File: src/sv/assert_macros.svh
// Assertion macros used by float_to_trit_float_encoder, the RTL top of the trit-float encoder.
// No dependencies; define ASSERT_OFF to compile the checks away.
`ifndef ASSERT_MACROS_SVH
`define ASSERT_MACROS_SVH
`ifndef ASSERT_OFF
// Same-cycle implication, checked outside reset.
`define ASSERT_IMPLIES(name, clk, rst, ante, cons) \
   name: assert property (@(posedge clk) disable iff (rst) (ante) |-> (cons)) \
      else $error("assertion failed");
// Next-cycle implication, checked outside reset.
`define ASSERT_NEXT(name, clk, rst, ante, cons) \
   name: assert property (@(posedge clk) disable iff (rst) (ante) |=> (cons)) \
      else $error("assertion failed");
`else
`define ASSERT_IMPLIES(name, clk, rst, ante, cons)
`define ASSERT_NEXT(name, clk, rst, ante, cons)
`endif
`endif

File: src/sv/ftf_pkg.sv
// Package of the trit-float encoder: widths, constant tables and code helpers.
// No dependencies; used by ftf_trial_unit and float_to_trit_float_encoder.
package ftf_pkg;

   localparam int EXP_W    = 4;   // exponent index 0..8
   localparam int MANT_W   = 7;   // mantissa 0..80
   localparam int CODE_W   = 12;
   localparam int SIG_W    = 24;
   localparam int SCALE_W  = 13;
   localparam int SCALED_W = SIG_W + SCALE_W;  // significand times 6480
   localparam int SHIFT_W  = 6;
   localparam int COARSE_W = 21;  // scaled value shifted right by s-1
   localparam int QUOT_W   = 20;  // scaled value rounded to units of 2^s
   localparam int RECIP_W  = 20;
   localparam int PROD_W   = QUOT_W + RECIP_W;
   localparam int POW_W    = 13;
   localparam int QD_W     = MANT_W + POW_W;
   localparam int ERR_W    = 40;

   localparam logic [SCALE_W-1:0] SIG_SCALE = 13'd6480;
   localparam logic [EXP_W-1:0]   EXP_MAX   = 4'd8;
   localparam logic [MANT_W-1:0]  MANT_MAX  = 7'd80;
   localparam logic [CODE_W-1:0]  ZERO_CODE = 12'd973;
   localparam logic [CODE_W-1:0]  NAN_CODE  = 12'd0;
   localparam logic [7:0]         EXPF_INF  = 8'hFF;
   localparam logic [7:0]         EXPF_BIG  = 8'd134;
   localparam logic [7:0]         EXPF_TINY = 8'd113;
   localparam logic [7:0]         EXPF_BIAS = 8'd150;
   localparam logic [1:0]         TRIT_NEG  = 2'd0;
   localparam logic [1:0]         TRIT_POS  = 2'd2;

   // Result of a full sweep over the nine exponents.
   typedef struct packed {
      logic              done;
      logic [MANT_W-1:0] mant;
      logic [EXP_W-1:0]  exp_idx;
   } ftf_trial_type;

   function automatic logic [POW_W-1:0] pow3(input logic [EXP_W-1:0] k);
      logic [POW_W-1:0] r;
      unique case (k)
         4'd0:    r = 13'd1;
         4'd1:    r = 13'd3;
         4'd2:    r = 13'd9;
         4'd3:    r = 13'd27;
         4'd4:    r = 13'd81;
         4'd5:    r = 13'd243;
         4'd6:    r = 13'd729;
         4'd7:    r = 13'd2187;
         4'd8:    r = 13'd6561;
         default: r = 13'd0;
      endcase
      return r;
   endfunction

   // 81 * 3^k: a rounded quotient at or above this clamps to 80.
   function automatic logic [QUOT_W-1:0] clamp_limit(input logic [EXP_W-1:0] k);
      logic [QUOT_W-1:0] r;
      unique case (k)
         4'd0:    r = 20'd81;
         4'd1:    r = 20'd243;
         4'd2:    r = 20'd729;
         4'd3:    r = 20'd2187;
         4'd4:    r = 20'd6561;
         4'd5:    r = 20'd19683;
         4'd6:    r = 20'd59049;
         4'd7:    r = 20'd177147;
         4'd8:    r = 20'd531441;
         default: r = 20'd0;
      endcase
      return r;
   endfunction

   // ceil(2^L / 3^k) with 2^L >= 81 * 9^k: exact quotient for every value
   // below the clamp limit.
   function automatic logic [RECIP_W-1:0] recip(input logic [EXP_W-1:0] k);
      logic [RECIP_W-1:0] r;
      unique case (k)
         4'd0:    r = 20'd128;
         4'd1:    r = 20'd342;
         4'd2:    r = 20'd911;
         4'd3:    r = 20'd2428;
         4'd4:    r = 20'd12946;
         4'd5:    r = 20'd34522;
         4'd6:    r = 20'd92057;
         4'd7:    r = 20'd245483;
         4'd8:    r = 20'd654621;
         default: r = 20'd0;
      endcase
      return r;
   endfunction

   function automatic logic [SHIFT_W-1:0] recip_shift(input logic [EXP_W-1:0] k);
      logic [SHIFT_W-1:0] r;
      unique case (k)
         4'd0:    r = 6'd7;
         4'd1:    r = 6'd10;
         4'd2:    r = 6'd13;
         4'd3:    r = 6'd16;
         4'd4:    r = 6'd20;
         4'd5:    r = 6'd23;
         4'd6:    r = 6'd26;
         4'd7:    r = 6'd29;
         4'd8:    r = 6'd32;
         default: r = 6'd0;
      endcase
      return r;
   endfunction

   function automatic logic [CODE_W-1:0] make_code(input logic [1:0]        sign_code,
                                                   input logic [MANT_W-1:0] mant,
                                                   input logic [EXP_W-1:0]  k);
      return CODE_W'(sign_code) + CODE_W'(mant) * CODE_W'(3)
             + CODE_W'(k) * CODE_W'(243);
   endfunction

endpackage

File: src/sv/float_to_trit_float_encoder.sv
// Float32 to 7-trit code encoder with pair packing into 24-bit words.
// Depends on ftf_pkg, ftf_trial_unit and assert_macros.svh.
// A normal value passes unpack, align, nine trials, pipeline drain, pick and pair on its
// way to the result register; zero, NaN, infinite, large or tiny values go from unpack
// straight to pair. A new value is taken only once the sequencer is back in idle.
// Reset is synchronous and active high; it empties the pair holder and the result register.
`include "assert_macros.svh"

module float_to_trit_float_encoder import ftf_pkg::*; (
   input  logic        clock,
   input  logic        reset,
   input  logic        req_valid,
   output logic        req_stall,
   input  logic [31:0] req_value_bits,
   input  logic        req_is_last,
   output logic        rsp_valid,
   input  logic        rsp_stall,
   output logic [23:0] rsp_packed_bytes,
   output logic        rsp_ends_array
);

   // Sequencer states. UNPACK sorts out the special values and scales the
   // significand, PREP aligns it, SWEEP issues the nine exponent trials, WAIT
   // lets the trial pipeline drain and DONE pairs the code up.
   typedef enum logic [5:0] {
      ST_IDLE   = 6'b000001,
      ST_UNPACK = 6'b000010,
      ST_PREP   = 6'b000100,
      ST_SWEEP  = 6'b001000,
      ST_WAIT   = 6'b010000,
      ST_DONE   = 6'b100000
   } state_type;

   state_type           state_ff, state_in;
   logic [31:0]         value_ff, value_in;
   logic                last_ff, last_in;
   logic [SCALED_W-1:0] scaled_ff, scaled_in;
   logic [SHIFT_W-1:0]  shift_ff, shift_in;
   logic [COARSE_W-1:0] coarse_ff, coarse_in;
   logic [EXP_W-1:0]    k_ff, k_in;
   logic [CODE_W-1:0]   code_ff, code_in;
   logic [CODE_W-1:0]   held_code_ff, held_code_in;
   logic                held_valid_ff, held_valid_in;
   logic                rsp_valid_ff, rsp_valid_in;
   logic [23:0]         rsp_packed_ff, rsp_packed_in;
   logic                rsp_last_ff, rsp_last_in;

   logic [7:0]          expf;
   logic [22:0]         frac;
   logic [1:0]          value_trit;
   logic [SCALED_W-1:0] coarse_wide;
   logic                out_free;
   logic                issue_valid;
   ftf_trial_type       trial_res;

   assign expf       = value_ff[30:23];
   assign frac       = value_ff[22:0];
   assign value_trit = value_ff[31] ? TRIT_NEG : TRIT_POS;

   // Dropping s-1 fraction bits here leaves just enough for the half-up
   // rounding at scale 2^s inside the trial unit.
   assign coarse_wide = scaled_ff >> (shift_ff - SHIFT_W'(1));

   // The result register frees up in the same cycle its beat is taken.
   assign out_free    = !rsp_valid_ff || !rsp_stall;
   assign issue_valid = (state_ff == ST_SWEEP);

   ftf_trial_unit u_trial (
      .clock       (clock),
      .reset       (reset),
      .issue_valid (issue_valid),
      .issue_k     (k_ff),
      .scaled      (scaled_ff),
      .coarse      (coarse_ff),
      .shift       (shift_ff),
      .result      (trial_res)
   );

   always_comb begin
      state_in      = state_ff;
      value_in      = value_ff;
      last_in       = last_ff;
      scaled_in     = scaled_ff;
      shift_in      = shift_ff;
      coarse_in     = coarse_ff;
      k_in          = k_ff;
      code_in       = code_ff;
      held_code_in  = held_code_ff;
      held_valid_in = held_valid_ff;
      rsp_valid_in  = rsp_valid_ff && rsp_stall;
      rsp_packed_in = rsp_packed_ff;
      rsp_last_in   = rsp_last_ff;

      unique case (state_ff)
         ST_IDLE: begin
            if (req_valid) begin
               value_in = req_value_bits;
               last_in  = req_is_last;
               state_in = ST_UNPACK;
            end
         end
         ST_UNPACK: begin
            // NaN is checked first since it shares the all-ones exponent with
            // infinity; infinity falls into the saturating case below.
            scaled_in = SCALED_W'({1'b1, frac}) * SCALED_W'(SIG_SCALE);
            shift_in  = SHIFT_W'(EXPF_BIAS - expf);
            priority if ((expf == EXPF_INF) && (frac != '0)) begin
               code_in  = NAN_CODE;
               state_in = ST_DONE;
            end else if ((expf == '0) && (frac == '0)) begin
               code_in  = ZERO_CODE;
               state_in = ST_DONE;
            end else if (expf >= EXPF_BIG) begin
               code_in  = make_code(value_trit, MANT_MAX, EXP_MAX);
               state_in = ST_DONE;
            end else if (expf < EXPF_TINY) begin
               // Every mantissa rounds to zero, so the lowest exponent wins.
               code_in  = make_code(value_trit, '0, '0);
               state_in = ST_DONE;
            end else begin
               state_in = ST_PREP;
            end
         end
         ST_PREP: begin
            coarse_in = coarse_wide[COARSE_W-1:0];
            k_in      = '0;
            state_in  = ST_SWEEP;
         end
         ST_SWEEP: begin
            k_in = k_ff + EXP_W'(1);
            if (k_ff == EXP_MAX) begin
               state_in = ST_WAIT;
            end
         end
         ST_WAIT: begin
            if (trial_res.done) begin
               code_in  = make_code(value_trit, trial_res.mant, trial_res.exp_idx);
               state_in = ST_DONE;
            end
         end
         ST_DONE: begin
            if (held_valid_ff || last_ff) begin
               // A pair is complete, or the array ends on an unpaired code,
               // which is then padded with an all-zero upper half.
               if (out_free) begin
                  rsp_valid_in  = 1'b1;
                  rsp_packed_in = held_valid_ff ? {code_ff, held_code_ff}
                                                : {{CODE_W{1'b0}}, code_ff};
                  rsp_last_in   = last_ff;
                  held_code_in  = '0;
                  held_valid_in = 1'b0;
                  state_in      = ST_IDLE;
               end
            end else begin
               held_code_in  = code_ff;
               held_valid_in = 1'b1;
               state_in      = ST_IDLE;
            end
         end
         default: begin
            state_in = ST_IDLE;
         end
      endcase
   end

   always_ff @(posedge clock) begin
      if (reset) begin
         state_ff      <= ST_IDLE;
         held_code_ff  <= '0;
         held_valid_ff <= 1'b0;
         rsp_valid_ff  <= 1'b0;
      end else begin
         state_ff      <= state_in;
         held_code_ff  <= held_code_in;
         held_valid_ff <= held_valid_in;
         rsp_valid_ff  <= rsp_valid_in;
      end
   end

   always_ff @(posedge clock) begin
      value_ff      <= value_in;
      last_ff       <= last_in;
      scaled_ff     <= scaled_in;
      shift_ff      <= shift_in;
      coarse_ff     <= coarse_in;
      k_ff          <= k_in;
      code_ff       <= code_in;
      rsp_packed_ff <= rsp_packed_in;
      rsp_last_ff   <= rsp_last_in;
   end

   assign req_stall        = (state_ff != ST_IDLE);
   assign rsp_valid        = rsp_valid_ff;
   assign rsp_packed_bytes = rsp_packed_ff;
   assign rsp_ends_array   = rsp_last_ff;

   // The trial unit only reports a finished sweep while the sequencer waits for it.
   `ASSERT_IMPLIES(a_done_in_wait, clock, reset, trial_res.done, state_ff == ST_WAIT)
   // The sweep never issues an exponent index beyond the last one.
   `ASSERT_IMPLIES(a_sweep_range, clock, reset, state_ff == ST_SWEEP, k_ff <= EXP_MAX)
   // A new result beat is only ever loaded from the pairing state.
   `ASSERT_IMPLIES(a_rsp_from_done, clock, reset, $rose(rsp_valid_ff), $past(state_ff) == ST_DONE)
   // An empty pair holder always holds all-zero bits.
   `ASSERT_IMPLIES(a_held_clear, clock, reset, !held_valid_ff, held_code_ff == '0)

endmodule

File: src/sv/ftf_trial_unit.sv
// Pipelined exponent trial unit: rounds, clamps and scores one exponent per cycle.
// Depends on ftf_pkg.
module ftf_trial_unit import ftf_pkg::*; (
   input  logic                clock,
   input  logic                reset,
   input  logic                issue_valid,
   input  logic [EXP_W-1:0]    issue_k,
   input  logic [SCALED_W-1:0] scaled,
   input  logic [COARSE_W-1:0] coarse,
   input  logic [SHIFT_W-1:0]  shift,
   output ftf_trial_type       result
);

   logic [COARSE_W-1:0] sum;
   logic [QUOT_W-1:0]   w;
   logic                over;

   logic                s1_valid_ff, s2_valid_ff, s3_valid_ff, done_ff;
   logic [EXP_W-1:0]    s1_k_ff, s2_k_ff, s3_k_ff, best_k_ff;
   logic [QUOT_W-1:0]   s1_w_ff;
   logic                s1_over_ff, s2_over_ff;
   logic [PROD_W-1:0]   s2_prod_ff, s2_prod_in;
   logic [PROD_W-1:0]   prod_shifted;
   logic [MANT_W-1:0]   q;
   logic [MANT_W-1:0]   s3_q_ff, best_q_ff;
   logic [QD_W-1:0]     s3_qd_ff, s3_qd_in;
   logic [ERR_W-1:0]    approx, target, err;
   logic [ERR_W-1:0]    least_err_ff;
   logic                take;

   // Round half up at scale 2^s, then test against the clamp limit.
   assign sum  = coarse + COARSE_W'(pow3(issue_k));
   assign w    = sum[COARSE_W-1:1];
   assign over = (w >= clamp_limit(issue_k));

   assign s2_prod_in = PROD_W'(s1_w_ff) * PROD_W'(recip(s1_k_ff));

   assign prod_shifted = s2_prod_ff >> recip_shift(s2_k_ff);
   assign q            = s2_over_ff ? MANT_MAX : prod_shifted[MANT_W-1:0];
   assign s3_qd_in     = QD_W'(q) * QD_W'(pow3(s2_k_ff));

   // The product never reaches 2^39, so the shifted value fits the error width.
   assign approx = ERR_W'(s3_qd_ff) << shift;
   assign target = ERR_W'(scaled);
   assign err    = (target >= approx) ? (target - approx) : (approx - target);
   assign take   = s3_valid_ff && ((s3_k_ff == '0) || (err < least_err_ff));

   always_ff @(posedge clock) begin
      if (reset) begin
         s1_valid_ff <= 1'b0;
         s2_valid_ff <= 1'b0;
         s3_valid_ff <= 1'b0;
         done_ff     <= 1'b0;
      end else begin
         s1_valid_ff <= issue_valid;
         s2_valid_ff <= s1_valid_ff;
         s3_valid_ff <= s2_valid_ff;
         done_ff     <= s3_valid_ff && (s3_k_ff == EXP_MAX);
      end
   end

   always_ff @(posedge clock) begin
      s1_k_ff    <= issue_k;
      s1_w_ff    <= w;
      s1_over_ff <= over;
      s2_k_ff    <= s1_k_ff;
      s2_over_ff <= s1_over_ff;
      s2_prod_ff <= s2_prod_in;
      s3_k_ff    <= s2_k_ff;
      s3_q_ff    <= q;
      s3_qd_ff   <= s3_qd_in;
      if (take) begin
         least_err_ff <= err;
         best_q_ff    <= s3_q_ff;
         best_k_ff    <= s3_k_ff;
      end
   end

   assign result.done    = done_ff;
   assign result.mant    = best_q_ff;
   assign result.exp_idx = best_k_ff;

endmodule
File: config.mk
export PLATFORM = sky130hd
export DESIGN_NAME = float_to_trit_float_encoder
export DESIGN_NICKNAME = d
export VERILOG_FILES = /design/src/sv/ftf_pkg.sv /design/src/sv/float_to_trit_float_encoder.sv /design/src/sv/ftf_trial_unit.sv
export VERILOG_INCLUDE_DIRS = /design/src /design/src/sv
export SDC_FILE = /design/constraint.sdc
export NUM_CORES = 2
export LEC_CHECK = 0
export BUFFER_PORTS_ARGS = -buffer_cell sky130_fd_sc_hd__buf_4
export CORE_MARGIN = 1
export CORE_UTILIZATION = 35
export CTS_CLUSTER_DIAMETER = 60
export CTS_CLUSTER_SIZE = 10
export DETAILED_ROUTE_END_ITERATION = 10
export PLACE_DENSITY_LB_ADDON = 0.2
export SLEW_MARGIN = 10
export SYNTH_ARGS = -nofsm -noshare
export SYNTH_HDL_FRONTEND = slang
export SYNTH_SLANG_ARGS = --single-unit
export TNS_END_PERCENT = 1
File: constraint.sdc
create_clock -name clock -period 9.1 [get_ports clock]
set_input_delay 1.365 -clock clock [delete_from_list [all_inputs] [get_ports clock]]
set_output_delay 1.365 -clock clock [all_outputs]
set_load 0.01 [all_outputs]
======== Word-level counts from Yosys, hierarchy flattened ========
Memories as Yosys holds them, arrays and structs flattened. A register that Yosys moved wholly into a read port is not among the register bits.
Index checks and enable logic that the tools add are counted.
word-level totals
  bits in registers ....................... 310
  bits in latches ......................... 0
  RAM bits ................................ 0
  ROM bits ................................ 1024
  input bits .............................. 37
  output and inout port bits .............. 27
  word-level logic and storage cells ...... 125
  memories ................................ 5
operators by class
  add/sub/neg operators ................... 10
  $mul .................................... 5
  div/mod/pow operators ................... 0
  magnitude comparators ................... 5
  eq/ne operators ......................... 16
  shift operators ......................... 3
  multiplexer cells ....................... 30
  bitwise logic cells ..................... 0
  reductions and logical operators ........ 21
memories
  memory            words  width  rd ports  clocked after memory_dff  wr ports  RTL line       source
  (name not given)  16     19     1         1                         0         ftf_pkg.sv:78  unique case (k)
  (name not given)  16     17     1         1                         0         ftf_pkg.sv:59  unique case (k)
  (name not given)  16     11     1         1                         0         ftf_pkg.sv:41  unique case (k)
  (name not given)  16     11     1         1                         0         ftf_pkg.sv:41
  (name not given)  16     6      1         1                         0         ftf_pkg.sv:95  unique case (k)
operators by type and width
  kind                   number
  $mux 12                8
  $mux 6                 9
  $ge 37x40->1           1
  $lt 40x40->1           1
  $mul 20x20->40         1
  $mux 40                1
  $shl 20x6->40          1
  $shr 40x6->7           1
  $sub 37x40->40         1
  $sub 40x37->40         1
  $shr 37x6->21          1
  $pmux 6 s6             1
  $mul 24x9->33 const B  1
  $pmux 12 s2            1
  $logic_not 23->1       1
  $reduce_bool 23->1     1
  $add 21x13->21         1
  $ge 20x20->1           1
  $mul 7x13->20          1
  $add 10x12->12         1
  $add 9x11->12 const B  1
  $mul 4x8->12 const B   1
  $add 2x9->10           1
  $add 2x8->9 const B    1
  33 further kinds       51

======== Depth between registers and ports, before layout ========
  depth in word-level cells ............... 7
  depth in mapped cells ................... 37
  mapped depth without buffers ............ 31

======== Modules after synthesis ========
A second synthesis with hierarchy kept.
second synthesis, totals
  cell total of the unflattened synthesis .. 4528
  area total of the unflattened synthesis .. 42403.2 µm²
modules (own cells, without submodules)
  module                       times used  cells each  area an instance (µm²)  seq. area each (µm²)
  ftf_trial_unit               1           3396        29879.9                 4314.1
  float_to_trit_float_encoder  1           1132        12523.3                 4424.2

======== Least setup slack after synthesis ========
OpenSTA, ideal clock, no wires.
  path kind ............................... register to register
  start ................................... register shift_ff[2]
  end ..................................... register u_trial.best_k_ff[0], enable pin
  arrival ................................. 8.167 ns
  data required time ...................... 8.627 ns
  path slack .............................. 0.460 ns
  cell stages (with the launch flop) ...... 34
  path buffers ............................ 6
  period minus slack after synthesis ...... 8.640 ns
  cells stage by stage .................... edfxtp_1 > clkbuf_1 > buf_1 > clkbuf_1 > buf_1 > mux2_2 > o21ai_0 > nor2_1 > a31oi_1 > or2_2 > inv_1 > ha_1 > clkbuf_1 > and3_1 > nand4_1 > or4_4 > a2111oi_2 > o21a_2 > o21a_4 > nor2_4 > buf_12 > mux2i_1 > xor2_1 > ha_1 > a21o_1 > a21o_1 > a21o_1 > a21o_1 > a21oi_1 > o21ai_0 > a221oi_1 > a21boi_0 > o21ai_0 > o2bb2ai_1
on the way
  longest elaborated chain between the ends .. 6
  elaborated cells on any way between the ends .. 8
RTL lines
  item                                          RTL line                            source
  from (decl)                                   float_to_trit_float_encoder.sv:38   logic [SHIFT_W-1:0] shift_ff, shift_in;
  from (signal assigned)                        float_to_trit_float_encoder.sv:184  shift_ff <= shift_in;
  $shl 20x6->40 *                               ftf_trial_unit.sv:43                assign approx = ERR_W'(s3_qd_ff) << shift;
  $sub 40x37->40, or another cell as far along  ftf_trial_unit.sv:45                assign err = (target >= approx) ? (target - approx) : (approx - target);
  $mux 40 *                                     ftf_trial_unit.sv:45
  via u_trial.err[9]                            ftf_trial_unit.sv:27                logic [ERR_W-1:0] approx, target, err;
  $lt 40x40->1 *                                ftf_trial_unit.sv:46                assign take = s3_valid_ff && ((s3_k_ff == '0) || (err < least_err_ff));
  $logic_or 1x1->1 *                            ftf_trial_unit.sv:46
  $logic_and 1x1->1 *                           ftf_trial_unit.sv:46
  via u_trial.take                              ftf_trial_unit.sv:29                logic take;
  to (signal assigned)                          ftf_trial_unit.sv:75                best_k_ff <= s3_k_ff;
  to (decl)                                     ftf_trial_unit.sv:19                logic [EXP_W-1:0] s1_k_ff, s2_k_ff, s3_k_ff, best_k_ff;
The timed path passes the listed nets; every way through them passes the cells marked *.
A chain may end at the register's enable or synchronous reset.

======== Worst setup path in the final report ========
  start ................................... register shift_ff[0]
  end ..................................... register u_trial.least_err_ff[16], enable pin
on the way
  longest elaborated chain between the ends .. 6
  elaborated cells on any way between the ends .. 8
RTL lines
  item                                          RTL line              source
  $shl 20x6->40 *                               ftf_trial_unit.sv:43
  $sub 40x37->40, or another cell as far along  ftf_trial_unit.sv:45
  $mux 40 *                                     ftf_trial_unit.sv:45
  via u_trial.err[9]                            ftf_trial_unit.sv:27
  $lt 40x40->1 *                                ftf_trial_unit.sv:46
  $logic_or 1x1->1 *                            ftf_trial_unit.sv:46
  $logic_and 1x1->1 *                           ftf_trial_unit.sv:46
  via u_trial.take                              ftf_trial_unit.sv:29
  to (signal assigned)                          ftf_trial_unit.sv:73  least_err_ff <= err;
  to (decl)                                     ftf_trial_unit.sv:28  logic [ERR_W-1:0] least_err_ff;
Marks and branches as above.

==> results.md <==
- Clock Skews: ~0.059 ns
- Area share of the largest cell type after synthesis: 0.1988
- Detailed placement HPWL: ~90 mm
- Leakage: approximately 22 nW
- Gr ovfl total: 0
- Synth Instances: approximately 4400
- Synth warn: 0
- Post-synth top flop: edfxtp_1
- Comb power frac: 0.422
- Power Dens Cells: about 150 mW/mm²
- P_sw: approximately 0.0025 W
- CP Data Arrival Time: around 8.6 ns
- Vias per cell: about 5.1
- CP max stage delay: about 0.74 ns
- CTS HTree Levels: 2
- CP Capture Type: register
- Finished Core Util: 0.3866
- Netlist Area Pre-Place: 0.04200 mm²
- Post-Syn Area per Cell: 9.463 µm²
- Global placement routability congestion: roughly 0.94
- Most numerous cell in the Yosys netlist: inv_1
- Clock Power Share: 0.271
- Iter 0 DRT Violations: about 1600
- Max-slew headroom at the worst pin: 0.2568
- Number of I/O port buffers: 63
- DRC Markers: 0
- Number of diodes: 0
- Routed WL per cell: 18.47 µm
- Synth Register Bits: about 360
- Final period utilization: 0.9148
- CTS Sinks: 364
- Status: completed
- Largest net degree at the start of global routing: 48
- Share of post-route cells with drive strength above 1: 0.08048
- Die height: ~350 µm
- Clock tree buffer depth: 3
- Final setup violating endpoints: 0
- Internal: between 0.004 and 0.005 W
- Worst Tran Pin Value: roughly 1.1 ns
- Worst R2R Setup Slack: around 0.78 ns
- Syn_nets: 5413
- Switching fraction of total power: 0.3711
- Startpoint Class: register
- Initial cell density of the core: 0.3542
- Gr usage total: 0.1856
- Die X: 348.4 µm
- WS Path Type: reg -> reg
- Critical Path Fanout Max: 24
- CTS root buffer: clkbuf_16
- Syn-to-layout area delta: 9.135%
- Fillers: 12100
- MaxCap Viol Count: 0
- Worst-Skew Late Latency: 0.63 ns
- Die area: around 0.12 mm²
- RSZ-0062 raised after global routing: no
- Sequential share of power: 0.307
- CTS tree: yes
- IO Count: 64
- Number of synthesized flops with an enable pin: 185
- Clock slew at reported path FFs: ~0.060 ns
- Synth top cells by count: inv_1, ha_1, fa_1
- Nets: approximately 5400
- Seq/Total Area, Yosys: 0.2176
- Drt pass-1 iters: 6
- Post-synth cell types: between 80 and 90
- Core Box Area: roughly 0.12 mm²
- WP data required: approximately 9.4 ns
- Post-route setup TNS: 0 ns
- FP Rows: approximately 130
- Endpoints failing hold: 0
- Initial antenna violation count: 1
- Slowest CP cell: edfxtp_1
- TritonCTS buffer count: 48
- Asr flop ratio synth: 0
- Global-route wire length before repair: about 180 mm
- Crit path time final: 8.324 ns
- Max Fclk: around 0.12 GHz
- Largest cells by area after synthesis: fa_1, ha_1, edfxtp_1
- Routed Wire Length: between 100 and 150 mm
- Vias: approximately 31000
- Worst min path class: reg -> reg
- CTS Hold Bufs: 0
- Vias in the first global route: about 31000
- Cell taking the most area after synthesis: fa_1
- IR Drop Worst-Case VDD: between 150 and 200 µV
- ANT nets after route: 0
- Max-slew violations: 0
==> layout make-up <==
type	count	area [µm²]	area share
Clock buffer	71	1370	0.02989
Multi-Input combinational cell	3121	29310	0.6394
Clock inverter	12	153.9	0.003358
Timing Repair Buffer	131	999.7	0.02181
Tap cell	1600	2002	0.04368
Sequential cell	364	9140	0.1994
Inverter	762	2860	0.06241
==> stage by stage <==
step | instance area, µm² | instances | setup WS (ns) | hold slack, ns | power [W]
floorplan | 42000 | 4438 | 0.4600 | 0.3096 | 0.004190
global placement | 44280 | 5976 | 0.4740 | 0.3123 | 0.004892
detailed placement | 44280 | 5976 | 0.4225 | 0.3143 | 0.004885
CTS | 45810 | 6059 | 0.3022 | 0.3248 | 0.006752
global route | 45830 | 6061 | 0.1185 | 0.3322 | 0.007181
finish | 45830 | 6061 | 0.7756 | 0.3226 | 0.006672
==> cell families after synthesis <==
group	count (synthesis)	share of synthesized area
xor gates and xnor gates	152	0.03170
DFF	364	0.2176
adders and majority gates	938	0.3540
AOI/OAI and AO/OA	713	0.1079
muxes	181	0.06921
and+or+nand+nor	1137	0.1330
buffers and inverters	953	0.08655
==> final timing paths <==
check | start | endpoint | cells past startpoint
setup / recovery | shift_ff[0] | u_trial.least_err_ff[16] | 31
hold / removal | u_trial.s2_k_ff[1] | u_trial.s3_k_ff[1] | 0
setup reg to reg | shift_ff[0] | u_trial.least_err_ff[16] | 31
hold reg to reg | u_trial.s2_k_ff[1] | u_trial.s3_k_ff[1] | 0
==> worst max-delay path, delay by kind of cell, from the launching register on <==
family / cells / cell delay [ns]
AO/OA/AOI/OAI: 16 / 3.28
XOR/XNOR: 1 / 0.22
adder cells (fa/ha/maj): 2 / 0.77
buffers and inverters: 3 / 0.48
flip-flops: 1 / 0.74
multiplexers: 2 / 0.80
AND/OR/NAND/NOR: 7 / 1.60
==> placed cells by master, fill, tap and decap left out, types with 10 or more instances in the layout <==
cell type | Yosys | layout
inv_1 | 762 | 761
ha_1 | 521 | 520
fa_1 | 417 | 417
nand2_1 | 393 | 393
and2_1 | 249 | 249
a21oi_1 | 211 | 211
nor2_1 | 205 | 203
edfxtp_1 | 185 | 185
dfxtp_1 | 179 | 178
o21ai_0 | 156 | 155
buf_4 | 1 | 129
xnor2_1 | 93 | 91
a21o_1 | 89 | 89
mux4_2 | 81 | 81
mux2i_1 | 71 | 71
xor2_1 | 59 | 57
clkbuf_16 | 0 | 50
nand3_1 | 46 | 46
nor3_1 | 46 | 45
nand2b_1 | 38 | 38
nor2b_1 | 37 | 37
a211oi_1 | 36 | 36
nand4_1 | 29 | 29
mux2_2 | 26 | 26
o21bai_1 | 26 | 26
o211ai_1 | 23 | 23
a31oi_1 | 22 | 22
o21a_1 | 20 | 20
or2_2 | 18 | 18
or3_1 | 18 | 18
o22ai_1 | 17 | 17
clkbuf_1 | 165 | 17
and3_1 | 16 | 16
a22oi_1 | 14 | 14
a211o_1 | 10 | 10
==> layer usage <==
layer / track usage / vias up / wire, µm / share of wire
li1: - / 14660 / - / -
met1: 0.2557 / 15180 / 52440 / 0.47
met2: 0.3088 / 668 / 52310 / 0.47
met4: 0.04941 / 0 / 2753 / 0.025
met5: 0 / - / 0 / 0
met3: 0.01972 / 137 / 4433 / 0.040
==> timing repair <==
item / CTS / global route
hold endpoints to repair: 0 / 0
setup endpoints to repair: 0 / 51
gates resized for setup: 0 / 1
setup buffers: 0 / 2
==> power by group through the flow <==
stage / sequential, W / combinational, W / clock, W
2_1_floorplan: 0.00202 / 0.00217 / 0
5_1_grt: 0.00206 / 0.00319 / 0.00193
4_1_cts: 0.00205 / 0.00283 / 0.00187
3_5_place_dp: 0.00208 / 0.00280 / 0
6_report: 0.00205 / 0.00281 / 0.00181
3_3_place_gp: 0.00208 / 0.00281 / 0
No activity file was read; power rests on OpenSTA's default activity.
